File: config.mk
export PLATFORM = sky130hd
export DESIGN_NAME = clock_power_register_block_flat
export DESIGN_NICKNAME = d
export VERILOG_FILES = /design/src/rtl/core/cpr_pkg.sv /design/src/rtl/core/cpr_req_if.sv /design/src/rtl/core/cpr_rsp_if.sv /design/src/rtl/core/clock_power_register_block.sv /design/src/flat_wrapper.sv
export VERILOG_INCLUDE_DIRS = /design/src /design/src/rtl/core
export SDC_FILE = /design/constraint.sdc
export NUM_CORES = 2
export LEC_CHECK = 0
export BUFFER_PORTS_ARGS = -buffer_cell sky130_fd_sc_hd__buf_2
export CAP_MARGIN = 20
export CORE_UTILIZATION = 45
export CTS_BUF_LIST = sky130_fd_sc_hd__clkbuf_4 sky130_fd_sc_hd__clkbuf_8
export DETAILED_ROUTE_END_ITERATION = 10
export PLACE_DENSITY = 0.67
export SLEW_MARGIN = 20
export SYNTH_ARGS = -nofsm -noshare
export SYNTH_HDL_FRONTEND = slang
export SYNTH_SLANG_ARGS = --single-unit
File: constraint.sdc
create_clock -name clock -period 4.37 [get_ports clock]
set_clock_uncertainty 0.05 [all_clocks]
set_input_delay 0.2185 -clock clock [delete_from_list [all_inputs] [get_ports clock]]
set_output_delay 0.2185 -clock clock [all_outputs]
set_load 0.01 [all_outputs]
File: src/rtl/core/clock_power_register_block_defines.svh
// Assertion macros for the clock and power register block.
`ifndef CLOCK_POWER_REGISTER_BLOCK_DEFINES_SVH
`define CLOCK_POWER_REGISTER_BLOCK_DEFINES_SVH

`ifndef SYNTHESIS

`define CPR_ASSERT_NOW(label, ante, cons) \
   label: assert property (@(posedge clock) disable iff (reset) (ante) |-> (cons)) \
      else $error("cpr: same-cycle check failed");

`define CPR_ASSERT_NEXT(label, ante, cons) \
   label: assert property (@(posedge clock) disable iff (reset) (ante) |=> (cons)) \
      else $error("cpr: next-cycle check failed");

`else

`define CPR_ASSERT_NOW(label, ante, cons)

`define CPR_ASSERT_NEXT(label, ante, cons)

`endif

`endif

File: src/rtl/core/cpr_pkg.sv
`default_nettype none

package cpr_pkg;

   localparam int NUM_WORDS   = 64;
   localparam int WORD_W      = 32;
   localparam int ADDR_W      = 8;
   localparam int SIZE_W      = 4;
   localparam int REQ_TYPE_W  = 2;
   localparam int WIDX_W      = 6;

   typedef logic [WORD_W-1:0] word_type;
   typedef logic [WIDX_W-1:0] widx_type;

   typedef enum logic [REQ_TYPE_W-1:0] {
      REQ_READ       = 2'd0,
      REQ_WRITE      = 2'd1,
      REQ_SOFT_RESET = 2'd2,
      REQ_NONE       = 2'd3
   } req_kind_type;

   localparam logic [SIZE_W-1:0] SIZE_WORD = 4'd4;

   // word indices of the byte offsets
   localparam widx_type IDX_R10   = widx_type'(8'h10 >> 2);
   localparam widx_type IDX_R14   = widx_type'(8'h14 >> 2);
   localparam widx_type IDX_R20   = widx_type'(8'h20 >> 2);
   localparam widx_type IDX_R24   = widx_type'(8'h24 >> 2);
   localparam widx_type IDX_R2C   = widx_type'(8'h2C >> 2);
   localparam widx_type IDX_PROT  = widx_type'(8'h34 >> 2);
   localparam widx_type IDX_KEY   = widx_type'(8'h38 >> 2);
   localparam widx_type IDX_R3C   = widx_type'(8'h3C >> 2);
   localparam widx_type IDX_R40   = widx_type'(8'h40 >> 2);
   localparam widx_type IDX_R44   = widx_type'(8'h44 >> 2);
   localparam widx_type IDX_R48   = widx_type'(8'h48 >> 2);
   localparam widx_type IDX_R50   = widx_type'(8'h50 >> 2);
   localparam widx_type IDX_R54   = widx_type'(8'h54 >> 2);
   localparam widx_type IDX_I2S   = widx_type'(8'h60 >> 2);
   localparam widx_type IDX_R64   = widx_type'(8'h64 >> 2);
   localparam widx_type IDX_R68   = widx_type'(8'h68 >> 2);
   localparam widx_type IDX_R74   = widx_type'(8'h74 >> 2);
   localparam widx_type IDX_R7C   = widx_type'(8'h7C >> 2);
   localparam widx_type IDX_PCM   = widx_type'(8'h84 >> 2);
   localparam widx_type IDX_RA4   = widx_type'(8'hA4 >> 2);
   localparam widx_type IDX_INTR  = widx_type'(8'hB0 >> 2);
   localparam widx_type IDX_INTRE = widx_type'(8'hB4 >> 2);
   localparam widx_type IDX_RD0   = widx_type'(8'hD0 >> 2);
   localparam widx_type IDX_CPCSR = widx_type'(8'hD4 >> 2);
   localparam widx_type IDX_ERNG  = widx_type'(8'hD8 >> 2);
   localparam widx_type IDX_RNG   = widx_type'(8'hDC >> 2);
   localparam widx_type IDX_RE8   = widx_type'(8'hE8 >> 2);

   localparam word_type KEY_UNLOCK   = 32'h0000_5A5A;
   localparam word_type KEY_RESET    = 32'h0000_A5A5;
   localparam word_type RNG_FILL     = 32'h000F_FFFF;
   localparam word_type CPCSR_READY  = word_type'(32'h1F << 27);

   function automatic word_type reset_value(widx_type idx);
      word_type v;
      v = '0;
      unique case (idx)
         IDX_R2C:  v = 32'h4000_0000;
         IDX_RD0:  v = 32'h0000_0001;
         IDX_R3C:  v = 32'h4099_19B8;
         IDX_KEY:  v = KEY_RESET;
         IDX_R40:  v = 32'h0200_0096;
         IDX_R44:  v = 32'h00FF_0080;
         IDX_R48:  v = 32'h8D00_0000;
         IDX_R10:  v = 32'hA700_0501;
         IDX_R14:  v = 32'hA700_0081;
         IDX_R20:  v = 32'h07FF_FF10;
         IDX_R24:  v = 32'h0080_1500;
         default:  v = '0;
      endcase
      return v;
   endfunction

   // masks busy/stable bits; I2S and PCM dividers swap bits 31 and 30
   function automatic word_type write_filter(widx_type idx, word_type d);
      word_type v;
      v = d;
      unique case (idx) inside
         IDX_R2C:                    v = d & ~32'h1100_0000;
         IDX_R50, IDX_R54, IDX_R68,
         IDX_R74, IDX_R7C, IDX_RA4:  v = d & ~32'h1000_0000;
         IDX_I2S, IDX_PCM:           v = {d[30], d[31], d[29:0]};
         IDX_R64:                    v = d & ~32'h0800_0000;
         IDX_RE8:                    v = d & ~32'h6000_0000;
         IDX_R48:                    v = d & ~32'h8000_0000;
         IDX_R10:                    v = d & ~32'h0000_8400;
         IDX_R14:                    v = d & ~32'h0000_0002;
         default:                    v = d;
      endcase
      return v;
   endfunction

endpackage

`default_nettype wire

File: src/rtl/core/cpr_req_if.sv
`default_nettype none

interface cpr_req_if import cpr_pkg::*; ();
   logic                  valid;
   logic                  ready;
   logic [REQ_TYPE_W-1:0] req_type;
   logic [ADDR_W-1:0]     byte_address;
   logic [WORD_W-1:0]     write_data;
   logic [SIZE_W-1:0]     access_size;

   modport source (output valid, req_type, byte_address, write_data, access_size,
                   input  ready);
   modport sink   (input  valid, req_type, byte_address, write_data, access_size,
                   output ready);
endinterface

`default_nettype wire

File: src/rtl/core/cpr_rsp_if.sv
`default_nettype none

interface cpr_rsp_if import cpr_pkg::*; ();
   logic              valid;
   logic              ready;
   logic [WORD_W-1:0] read_data;
   logic              access_taken;

   modport source (output valid, read_data, access_taken, input ready);
   modport sink   (input  valid, read_data, access_taken, output ready);
endinterface

`default_nettype wire

File: src/rtl/core/clock_power_register_block.sv
// Clock and power manager register file, 64 words of 32 bits.
// req_port carries one bus word per access: a read, a write or a soft-reset
// event. Only 4-byte, word-aligned reads and writes are taken; other reads and
// writes change nothing. Untaken requests return zero with access_taken low.
// rsp_port returns exactly one word per request, in order: read data for a
// taken read, zero otherwise.
// A request is captured in the input register and then moves into the response
// register. The register file is read as the request is captured and updated
// when the request moves into the response register, so one request a cycle is
// taken while rsp_port keeps up. If rsp_port stalls, the held request waits in
// the input register and req_port.ready drops until the response is taken.
// Reset loads the full reset table, protected word included. A soft-reset
// request loads the table but keeps the protected word. Table words are
// tracked by per-word valid bits, so no clearing pass is needed.
`default_nettype none
`include "clock_power_register_block_defines.svh"

module clock_power_register_block
   import cpr_pkg::*;
#(
   parameter int NUM_WORDS = cpr_pkg::NUM_WORDS
) (
   input  wire        clock,
   input  wire        reset,
   cpr_req_if.sink    req_port,
   cpr_rsp_if.source  rsp_port
);

   localparam int IDX_W = $clog2(NUM_WORDS);

   logic                  s1_valid_ff;
   logic [REQ_TYPE_W-1:0] s1_type_ff;
   logic [ADDR_W-1:0]     s1_addr_ff;
   word_type              s1_data_ff;
   logic [SIZE_W-1:0]     s1_size_ff;
   word_type              s1_mem_ff;

   word_type              word_mem_ff [NUM_WORDS];
   logic [NUM_WORDS-1:0]  valid_ff, valid_in;

   word_type key_ff,   key_in;
   word_type prot_ff,  prot_in;
   word_type cpcsr_ff, cpcsr_in;
   word_type erng_ff,  erng_in;
   word_type rng_ff,   rng_in;

   logic     rsp_valid_ff;
   word_type rsp_read_data_ff, rsp_read_data_in;
   logic     rsp_taken_ff, rsp_taken_in;

   logic             req_fire, s1_adv;
   logic [IDX_W-1:0] req_idx, s1_idx;
   widx_type         s1_widx;
   logic             s1_taken, s1_rd, s1_wr, s1_srst;
   word_type         mem_word, cur_word, rd_value, wr_value;
   logic             mem_we;

   assign s1_adv   = s1_valid_ff && (!rsp_valid_ff || rsp_port.ready);
   assign req_fire = req_port.valid && req_port.ready;
   assign req_port.ready = !s1_valid_ff || s1_adv;

   assign req_idx = req_port.byte_address[2 +: IDX_W];
   assign s1_idx  = s1_addr_ff[2 +: IDX_W];
   assign s1_widx = widx_type'(s1_idx);

   assign s1_taken = (s1_type_ff == REQ_READ || s1_type_ff == REQ_WRITE)
                     && s1_size_ff == SIZE_WORD && s1_addr_ff[1:0] == 2'b00;
   assign s1_rd    = s1_taken && s1_type_ff == REQ_READ;
   assign s1_wr    = s1_taken && s1_type_ff == REQ_WRITE;
   assign s1_srst  = s1_type_ff == REQ_SOFT_RESET;

   assign mem_word = valid_ff[s1_idx] ? s1_mem_ff : reset_value(s1_widx);
   assign wr_value = write_filter(s1_widx, s1_data_ff);

   always_comb begin
      unique case (s1_widx)
         IDX_CPCSR: cur_word = cpcsr_ff;
         IDX_ERNG:  cur_word = erng_ff;
         IDX_RNG:   cur_word = rng_ff;
         IDX_KEY:   cur_word = key_ff;
         IDX_PROT:  cur_word = prot_ff;
         default:   cur_word = mem_word;
      endcase
   end

   always_comb begin
      key_in   = key_ff;
      prot_in  = prot_ff;
      cpcsr_in = cpcsr_ff;
      erng_in  = erng_ff;
      rng_in   = rng_ff;
      valid_in = valid_ff;
      mem_we   = 1'b0;
      rd_value = cur_word;
      if (s1_srst) begin
         // protected word survives
         key_in   = KEY_RESET;
         cpcsr_in = '0;
         erng_in  = '0;
         rng_in   = '0;
         valid_in = '0;
      end else if (s1_rd) begin
         if (s1_widx == IDX_CPCSR) begin
            cpcsr_in = CPCSR_READY;
            rd_value = CPCSR_READY;
         end else if (s1_widx == IDX_RNG && erng_ff[0]) begin
            rng_in   = RNG_FILL;
            erng_in  = {1'b0, erng_ff[WORD_W-2:0]};
            rd_value = RNG_FILL;
         end
      end else if (s1_wr) begin
         unique case (s1_widx) inside
            IDX_CPCSR, IDX_INTR, IDX_INTRE: ;
            IDX_PROT: begin
               if (key_ff == KEY_UNLOCK) begin
                  prot_in = s1_data_ff;
               end
            end
            IDX_KEY:  key_in  = wr_value;
            IDX_ERNG: erng_in = wr_value;
            IDX_RNG:  rng_in  = wr_value;
            default: begin
               mem_we           = 1'b1;
               valid_in[s1_idx] = 1'b1;
            end
         endcase
      end
      rsp_read_data_in = s1_rd ? rd_value : '0;
      rsp_taken_in     = s1_taken;
   end

   // register file: one write, one registered read with write-through
   always_ff @(posedge clock) begin
      if (s1_adv && mem_we) begin
         word_mem_ff[s1_idx] <= wr_value;
      end
      if (req_fire) begin
         if (s1_adv && mem_we && s1_idx == req_idx) begin
            s1_mem_ff <= wr_value;
         end else begin
            s1_mem_ff <= word_mem_ff[req_idx];
         end
      end
   end

   always_ff @(posedge clock) begin
      if (req_fire) begin
         s1_type_ff <= req_port.req_type;
         s1_addr_ff <= req_port.byte_address;
         s1_data_ff <= req_port.write_data;
         s1_size_ff <= req_port.access_size;
      end
      if (s1_adv) begin
         rsp_read_data_ff <= rsp_read_data_in;
         rsp_taken_ff     <= rsp_taken_in;
      end
   end

   always_ff @(posedge clock) begin
      if (reset) begin
         s1_valid_ff  <= 1'b0;
         rsp_valid_ff <= 1'b0;
         valid_ff     <= '0;
         key_ff       <= KEY_RESET;
         prot_ff      <= '0;
         cpcsr_ff     <= '0;
         erng_ff      <= '0;
         rng_ff       <= '0;
      end else begin
         if (req_fire) begin
            s1_valid_ff <= 1'b1;
         end else if (s1_adv) begin
            s1_valid_ff <= 1'b0;
         end
         if (s1_adv) begin
            rsp_valid_ff <= 1'b1;
            valid_ff     <= valid_in;
            key_ff       <= key_in;
            prot_ff      <= prot_in;
            cpcsr_ff     <= cpcsr_in;
            erng_ff      <= erng_in;
            rng_ff       <= rng_in;
         end else if (rsp_port.ready) begin
            rsp_valid_ff <= 1'b0;
         end
      end
   end

   assign rsp_port.valid        = rsp_valid_ff;
   assign rsp_port.read_data    = rsp_read_data_ff;
   assign rsp_port.access_taken = rsp_taken_ff;

   `CPR_ASSERT_NOW(a_reject_zero, rsp_valid_ff && !rsp_taken_ff, rsp_read_data_ff == '0)
   `CPR_ASSERT_NOW(a_prot_locked, key_ff != KEY_UNLOCK, prot_in == prot_ff)
   `CPR_ASSERT_NEXT(a_soft_reset, s1_adv && s1_srst, key_ff == KEY_RESET && valid_ff == '0)
   `CPR_ASSERT_NOW(a_stall_hold, rsp_valid_ff && !rsp_port.ready, !s1_adv)

endmodule

`default_nettype wire
File: src/flat_wrapper.sv
// flat-port wrapper written by rule: the top's interface ports become plain ports
module clock_power_register_block_flat import cpr_pkg::*;
#(
   parameter int NUM_WORDS = cpr_pkg::NUM_WORDS
)
  (clock, reset, req_port_valid, req_port_req_type, req_port_byte_address, req_port_write_data, req_port_access_size, req_port_ready, rsp_port_valid, rsp_port_read_data, rsp_port_access_taken, rsp_port_ready);
  cpr_req_if req_port_i ();
  cpr_rsp_if rsp_port_i ();
  input  wire clock;
  input  wire reset;
  input wire logic [$bits(req_port_i.valid)-1:0] req_port_valid;
  input wire logic [$bits(req_port_i.req_type)-1:0] req_port_req_type;
  input wire logic [$bits(req_port_i.byte_address)-1:0] req_port_byte_address;
  input wire logic [$bits(req_port_i.write_data)-1:0] req_port_write_data;
  input wire logic [$bits(req_port_i.access_size)-1:0] req_port_access_size;
  output wire logic [$bits(req_port_i.ready)-1:0] req_port_ready;
  output wire logic [$bits(rsp_port_i.valid)-1:0] rsp_port_valid;
  output wire logic [$bits(rsp_port_i.read_data)-1:0] rsp_port_read_data;
  output wire logic [$bits(rsp_port_i.access_taken)-1:0] rsp_port_access_taken;
  input wire logic [$bits(rsp_port_i.ready)-1:0] rsp_port_ready;
  assign req_port_i.valid = req_port_valid;
  assign req_port_i.req_type = req_port_req_type;
  assign req_port_i.byte_address = req_port_byte_address;
  assign req_port_i.write_data = req_port_write_data;
  assign req_port_i.access_size = req_port_access_size;
  assign req_port_ready = req_port_i.ready;
  assign rsp_port_valid = rsp_port_i.valid;
  assign rsp_port_read_data = rsp_port_i.read_data;
  assign rsp_port_access_taken = rsp_port_i.access_taken;
  assign rsp_port_i.ready = rsp_port_ready;
  clock_power_register_block #(.NUM_WORDS(NUM_WORDS)) u_core (.clock(clock), .reset(reset), .req_port(req_port_i), .rsp_port(rsp_port_i));
endmodule
After elaboration in Yosys (flattened, before gate mapping) --
Memories as Yosys holds them, arrays and structs flattened. A register that Yosys moved wholly into a read port is not among the register bits. Cells that the tools add are included.
Word-level totals: bits in registers 305, bits in writable memories 2048, logic and storage cells 136, input port bits 50, output and inout bits 35, memories 1
Memory list:
- u_core.word_mem_ff | words 64, width 32, rd ports 1, clocked after Yosys merged registers in 1, wr ports 1, RTL line clock_power_register_block.sv:38 | word_type word_mem_ff [NUM_WORDS];
Operators by class: reduce and logical (&&, ||, !) cells 36, $lt $le $gt $ge 2, equality and inequality tests 35, mux-type cells 44, bitwise gates (word level) 3
Operators with widths (number):
- $mux W32 | 23
- $pmux W32 S10 | 1
- $mux W64 | 4
- $pmux W32 S8 | 1
- $pmux W32 S5 | 1
- $or A64 B64 Y64 | 1
- $eq A6 B5 Y1 const B | 10
- $eq A6 B6 Y1 const B | 9
- $eq A6 B4 Y1 const B | 6
- $eq A32 B15 Y1 const B | 1
- $reduce_bool A2 Y1 | 7
- $eq A6 B3 Y1 const B | 2
- $mux W1 | 12
- $reduce_and A4 Y1 | 3
- $reduce_and A5 Y1 | 2
- $logic_and A1 B1 Y1 | 9
- $reduce_bool A3 Y1 | 3
- $lt A6 B7 Y1 const B | 1
- $reduce_or A7 Y1 | 1
- $bmux W1 S6 | 1
- $demux W1 S6 | 1
- $ge A6 B1 Y1 const B | 1
- $ne A3 B3 Y1 const B | 2
- $reduce_and A6 Y1 | 1
- 12 further kinds | 17

Depth between registers and ports, before layout --
depth after elaboration 11, depth in mapped cells 12, depth with buffers taken out 8

Least setup slack after synthesis --
Ideal clock, no wire load.
kind reg-to-reg, start point register u_core.s1_size_ff[3], end point memory u_core.word_mem_ff[35][0] in the netlist's numbering, enable pin, cell stages (with the launch flop) 9, required time 3.859 ns, setup time 0.461 ns, period minus slack after synthesis 4.610 ns, path buffers 1, arrival 4.099 ns, slack -0.240 ns, path through edfxtp_1 or4b_4 nor4_4 nand2_2 nor2_4 o21ai_2 or2_2 clkbuf_1 nor3_1
Between the ends: word-level cells in the longest chain between the ends 10, elaborated cells on any way between the ends 11, those cells by class 1 x eq/ne; 5 x mux; 5 x reduce/logical
RTL lines:
- start: declaration | RTL line clock_power_register_block.sv:35 | logic [SIZE_W-1:0] s1_size_ff;
- start signal: assignment | RTL line clock_power_register_block.sv:151 | s1_size_ff <= req_port.access_size;
- $eq A4 B3 Y1 (*) | RTL line clock_power_register_block.sv:67 | && s1_size_ff == SIZE_WORD && s1_addr_ff[1:0] == 2'b00;
- $logic_and A1 B1 Y1 (*) (2 in a row) | RTL line clock_power_register_block.sv:67
- named net u_core.rsp_taken_in | RTL line clock_power_register_block.sv:49 | logic rsp_taken_ff, rsp_taken_in;
- $logic_and A1 B1 Y1 | RTL line clock_power_register_block.sv:69 | assign s1_wr = s1_taken && s1_type_ff == REQ_WRITE;
- $mux W1 | RTL line clock_power_register_block.sv:111 | end else if (s1_wr) begin
- $mux W1 (*) | RTL line clock_power_register_block.sv:102 | end else if (s1_rd) begin
- $mux W1 (*) | RTL line clock_power_register_block.sv:95 | if (s1_srst) begin
- $logic_and A1 B1 Y1 (*) | RTL line clock_power_register_block.sv:134 | if (s1_adv && mem_we) begin
- $mux W1 (*) | RTL line clock_power_register_block.sv:134
- $mux W1 (implied by the code) (*) | RTL line clock_power_register_block.sv:135 | word_mem_ff[s1_idx] <= wr_value;
- end: declaration | RTL line clock_power_register_block.sv:38
The timed path passes the listed nets; every way through them passes the cells marked *.

Worst setup path in the final report --
start point register u_core.s1_addr_ff[4], end point memory u_core.word_mem_ff[17][30] in the netlist's numbering, data pin
Between the ends: word-level cells in the longest chain between the ends 3, elaborated cells on any way between the ends 17, those cells by class 14 x eq/ne; 1 x mux; 2 x reduce/logical
RTL lines:
- start: declaration | RTL line clock_power_register_block.sv:33 | logic [ADDR_W-1:0] s1_addr_ff;
- start signal: assignment | RTL line clock_power_register_block.sv:149 | s1_addr_ff <= req_port.byte_address;
- $eq A6 B6 Y1 / $eq A6 B5 Y1 (equally long branches) | RTL line clock_power_register_block.sv:73 | assign wr_value = write_filter(s1_widx, s1_data_ff);
- $reduce_or A6 Y1 / $reduce_or A2 Y1 (equally long branches) | RTL line cpr_pkg.sv:82 | unique case (idx) inside
- $pmux W32 S8 (*) | RTL line cpr_pkg.sv:82
- named net u_core.wr_value[30] | RTL line clock_power_register_block.sv:55 | word_type mem_word, cur_word, rd_value, wr_value;
Marked as above.

==> flow_summary.json <==
{
  "synthTopCellsByArea": "edfxtp_1, mux4_2, dfxtp_1, nor2_1, clkbuf_1",
  "finalWorstSetupSlack_ps": 490.2,
  "grt_antenna_before_repair": 13,
  "post-synth-top-count-cell": "edfxtp_1",
  "crit_buf_inv": 3,
  "synth_top_area_share_pct": 71.21,
  "hold_viol_final": 0,
  "p_sw_w": 0.009962,
  "drt-total-wl_um": 242500,
  "max_slew_margin_pct": 30.79,
  "ys_dominant_reg_cell": "edfxtp_1",
  "holdCritPathClass": "in2reg",
  "grt_first_pass_wirelength_um": 346000,
  "synth_top_cell_by_area": "edfxtp_1",
  "cp_slowest_cell": "edfxtp_1",
  "path_class": "reg2reg",
  "multi_input_area_um2": 22450,
  "comb_power_share_pct": 5.5,
  "core_um2": 200500,
  "cts_tree": "done",
  "synth_edf_count": 2159,
  "slowest_delay_ps": 580,
  "cts_buffer_depth": 4,
  "setup_violations": 0,
  "p_int_w": 0.03536,
  "die_h_um": 451.8,
  "cts_buffers": 379,
  "syn_inst": 4352,
  "vdd_drop_max_mv": 0.3895,
  "status": "complete, no violations",
  "place_congestion": 0.9428,
  "syn_avg_cell_area_um2": 20.92,
  "crit_arrival_ps": 4450,
  "fin_nets": 5166,
  "grt_max_degree": 81,
  "netlist_area_um2": 91050,
  "hpwl_um": 141300,
  "crit_path_start_kind": "flip-flop",
  "numPortBuffers": 84,
  "p_leak_nw": 34.38,
  "dieArea_um2": 204100,
  "crit_chain": "inv_1 > nand2_1 > o22ai_1 > nor3b_1 > a21oi_1 > clkinv_1 > buf_4",
  "die_x_um": 451.8,
  "vias_per_cell": 5.973,
  "powerDensity_nw_per_um2": 429.5,
  "timing.fmax_mhz": 257.7,
  "synth-async-reset-ratio_pct": 0,
  "slew_viol_final": 0,
  "worst_slew_pin_slew_ps": 1037,
  "firstDrtPassIters": 6,
  "clock_latency_ps": 1060,
  "drt_iter0_markers": 6363,
  "post-route-period-util_pct": 88.78,
  "drive_gt1_share_pct": 31.63,
  "yosysWarnings": 0,
  "grt_overflow_total": 0,
  "grt_use_total_pct": 23.79,
  "synth_cell_types": 62,
  "post-place-ws_ps": 624.0,
  "root_buffer": "clkbuf_8",
  "drcViolationCount": 0,
  "grt_pass1_vias": 48110,
  "cts-htree-levels": 5,
  "path_clk_slew_ps": 60,
  "clkPwrFrac_pct": 39.3,
  "rsz0062_at_grt": "no",
  "seqCellArea_um2": 68740,
  "worst-path-max-fanout": 64,
  "finalCriticalPeriod_ps": 3880,
  "power_frac_seq_pct": 55.1,
  "ys_seq_area_share_pct": 75.49,
  "tns_ps": 0,
  "start_util_pct": 45.42,
  "fillers": 15390,
  "clock_sinks": 2354,
  "cp_top_family": "buffers and inverters",
  "synth_common_cells": "edfxtp_1, mux4_2, nor2_1",
  "vias": 47960,
  "synth-seq-cells": 2354,
  "ant_nets": 0,
  "maxCapViolCount": 0,
  "required_ps": 4940,
  "io_pins": 85,
  "critPathCaptureType": "flip-flop",
  "wl_per_cell_um": 30.19,
  "netSwitchingFraction_pct": 21.98,
  "synthToLayoutAreaGrowth_pct": 15.90,
  "row_count": 164
}
## worst reg2reg max path, stage by stage (launching register included)
cell	delay, ps
edfxtp_1	580
inv_1	470
nand2_1	490
o22ai_1	510
nor3b_1	110
a21oi_1	430
clkinv_1	310
buf_4	360
## timing repair
item	4_1_cts	5_1_grt
hold buffers	94	0
hold endpoints to repair	176	0
resized for setup	0	0
setup endpoints to repair	0	0
setup buffers	0	0
## power groups by stage
| stage | sequential (W) | combinational [W] | clock [W] |
|---|---|---|---|
| global placement | 0.0254 | 0.00239 | 0 |
| global route | 0.0250 | 0.00264 | 0.0191 |
| finish | 0.0250 | 0.00251 | 0.0178 |
| CTS | 0.0250 | 0.00250 | 0.0181 |
| floorplan | 0.0255 | 0.00141 | 0 |
| detailed placement | 0.0254 | 0.00243 | 0 |
## per-stage QoR
step | power (W) | std cells | hold WS, ps | instance area (µm²) | util (%)
floorplan | 0.02690 | 4575 | 267.4 | 91930 | -
global route | 0.04667 | 8029 | 232.5 | 105500 | 52.64
finish | 0.04532 | 8030 | 226.6 | 105500 | 52.64
detailed placement | 0.02788 | 7297 | 346.6 | 97640 | 48.70
global placement | 0.02783 | 7297 | 344.5 | 97630 | 48.70
CTS | 0.04560 | 8028 | 162.5 | 105500 | 52.63
## flip-flops by register name (all words and copies together), names as in the netlist, 8 cells and up
name,count
u_core.word_mem_ff,2048
u_core.s1_addr_ff,8
u_core.rng_ff,32
u_core.rsp_port.read_data,32
u_core.prot_ff,32
u_core.valid_ff,64
u_core.s1_mem_ff,32
u_core.key_ff,32
u_core.s1_data_ff,32
u_core.erng_ff,32
## final timing paths
kind | startpoint | end | slack [ps] | cells past startpoint
setup / recovery | u_core.s1_addr_ff[4]$_DFFE_PP_ | u_core.word_mem_ff[17][30]$_DFFE_PP_ | 490 | 7
hold / removal | reset | u_core.prot_ff[29]$_SDFFE_PP0P_ | 230 | 3
setup reg to reg | u_core.s1_addr_ff[4]$_DFFE_PP_ | u_core.word_mem_ff[17][30]$_DFFE_PP_ | 490 | 7
hold reg to reg | u_core.erng_ff[2]$_SDFFE_PP0P_ | u_core.erng_ff[2]$_SDFFE_PP0P_ | 410 | 2
## layout make-up
class / count / share of cell area (%)
flip-flops and latches: 2354 / 65.14
multi-input cells: 1929 / 21.27
clock buffers: 522 / 6.038
repair buffers: 438 / 3.810
well taps: 2656 / 3.149
clock inverters: 115 / 0.5371
inverters: 14 / 0.04980
diodes: 2 / 0.004743
## metal layers
layer  wire length (µm)  global-route usage, %  vias to the layer above
met4               7750                  8.040                        6
met5                 43                      0                        -
met3              22690                  5.078                      459
met2             118400                  38.61                     2622
met1              93620                  32.07                    25440
li1                   -                      -                    19430
## logic make-up (layout without fill, tap and decap cells)
logic type | after synthesis | after routing | synth area share [%]
flip-flops | 2354 | 2354 | 75.49
AND/OR/NAND/NOR | 595 | 595 | 2.916
XOR/XNOR | 7 | 7 | 0.06734
AO/OA/AOI/OAI | 332 | 332 | 2.347
other | 1 | 226 | 0.004119
buffers and inverters | 292 | 1089 | 1.319
multiplexers | 771 | 771 | 17.85
## placed cells by master (no fill, tap or decap), drive strengths merged, types with 13 or more instances in the layout
| master | count |
|---|---|
| o21ai | 27 |
| edfxtp | 2159 |
| nand2 | 142 |
| mux2i | 68 |
| a22oi | 52 |
| clkinv | 108 |
| buf | 344 |
| clkbuf | 522 |
| dlygate4sd3 | 94 |
| mux4 | 670 |
| inv | 14 |
| o21a | 22 |
| a21oi | 130 |
| nor3 | 89 |
| a211oi | 18 |
| mux2 | 33 |
| conb | 224 |
| nand3 | 67 |
| dfxtp | 195 |
| nor2 | 229 |
| nand2b | 13 |
| a221oi | 20 |
No activity file was read; power rests on OpenSTA's default activity.
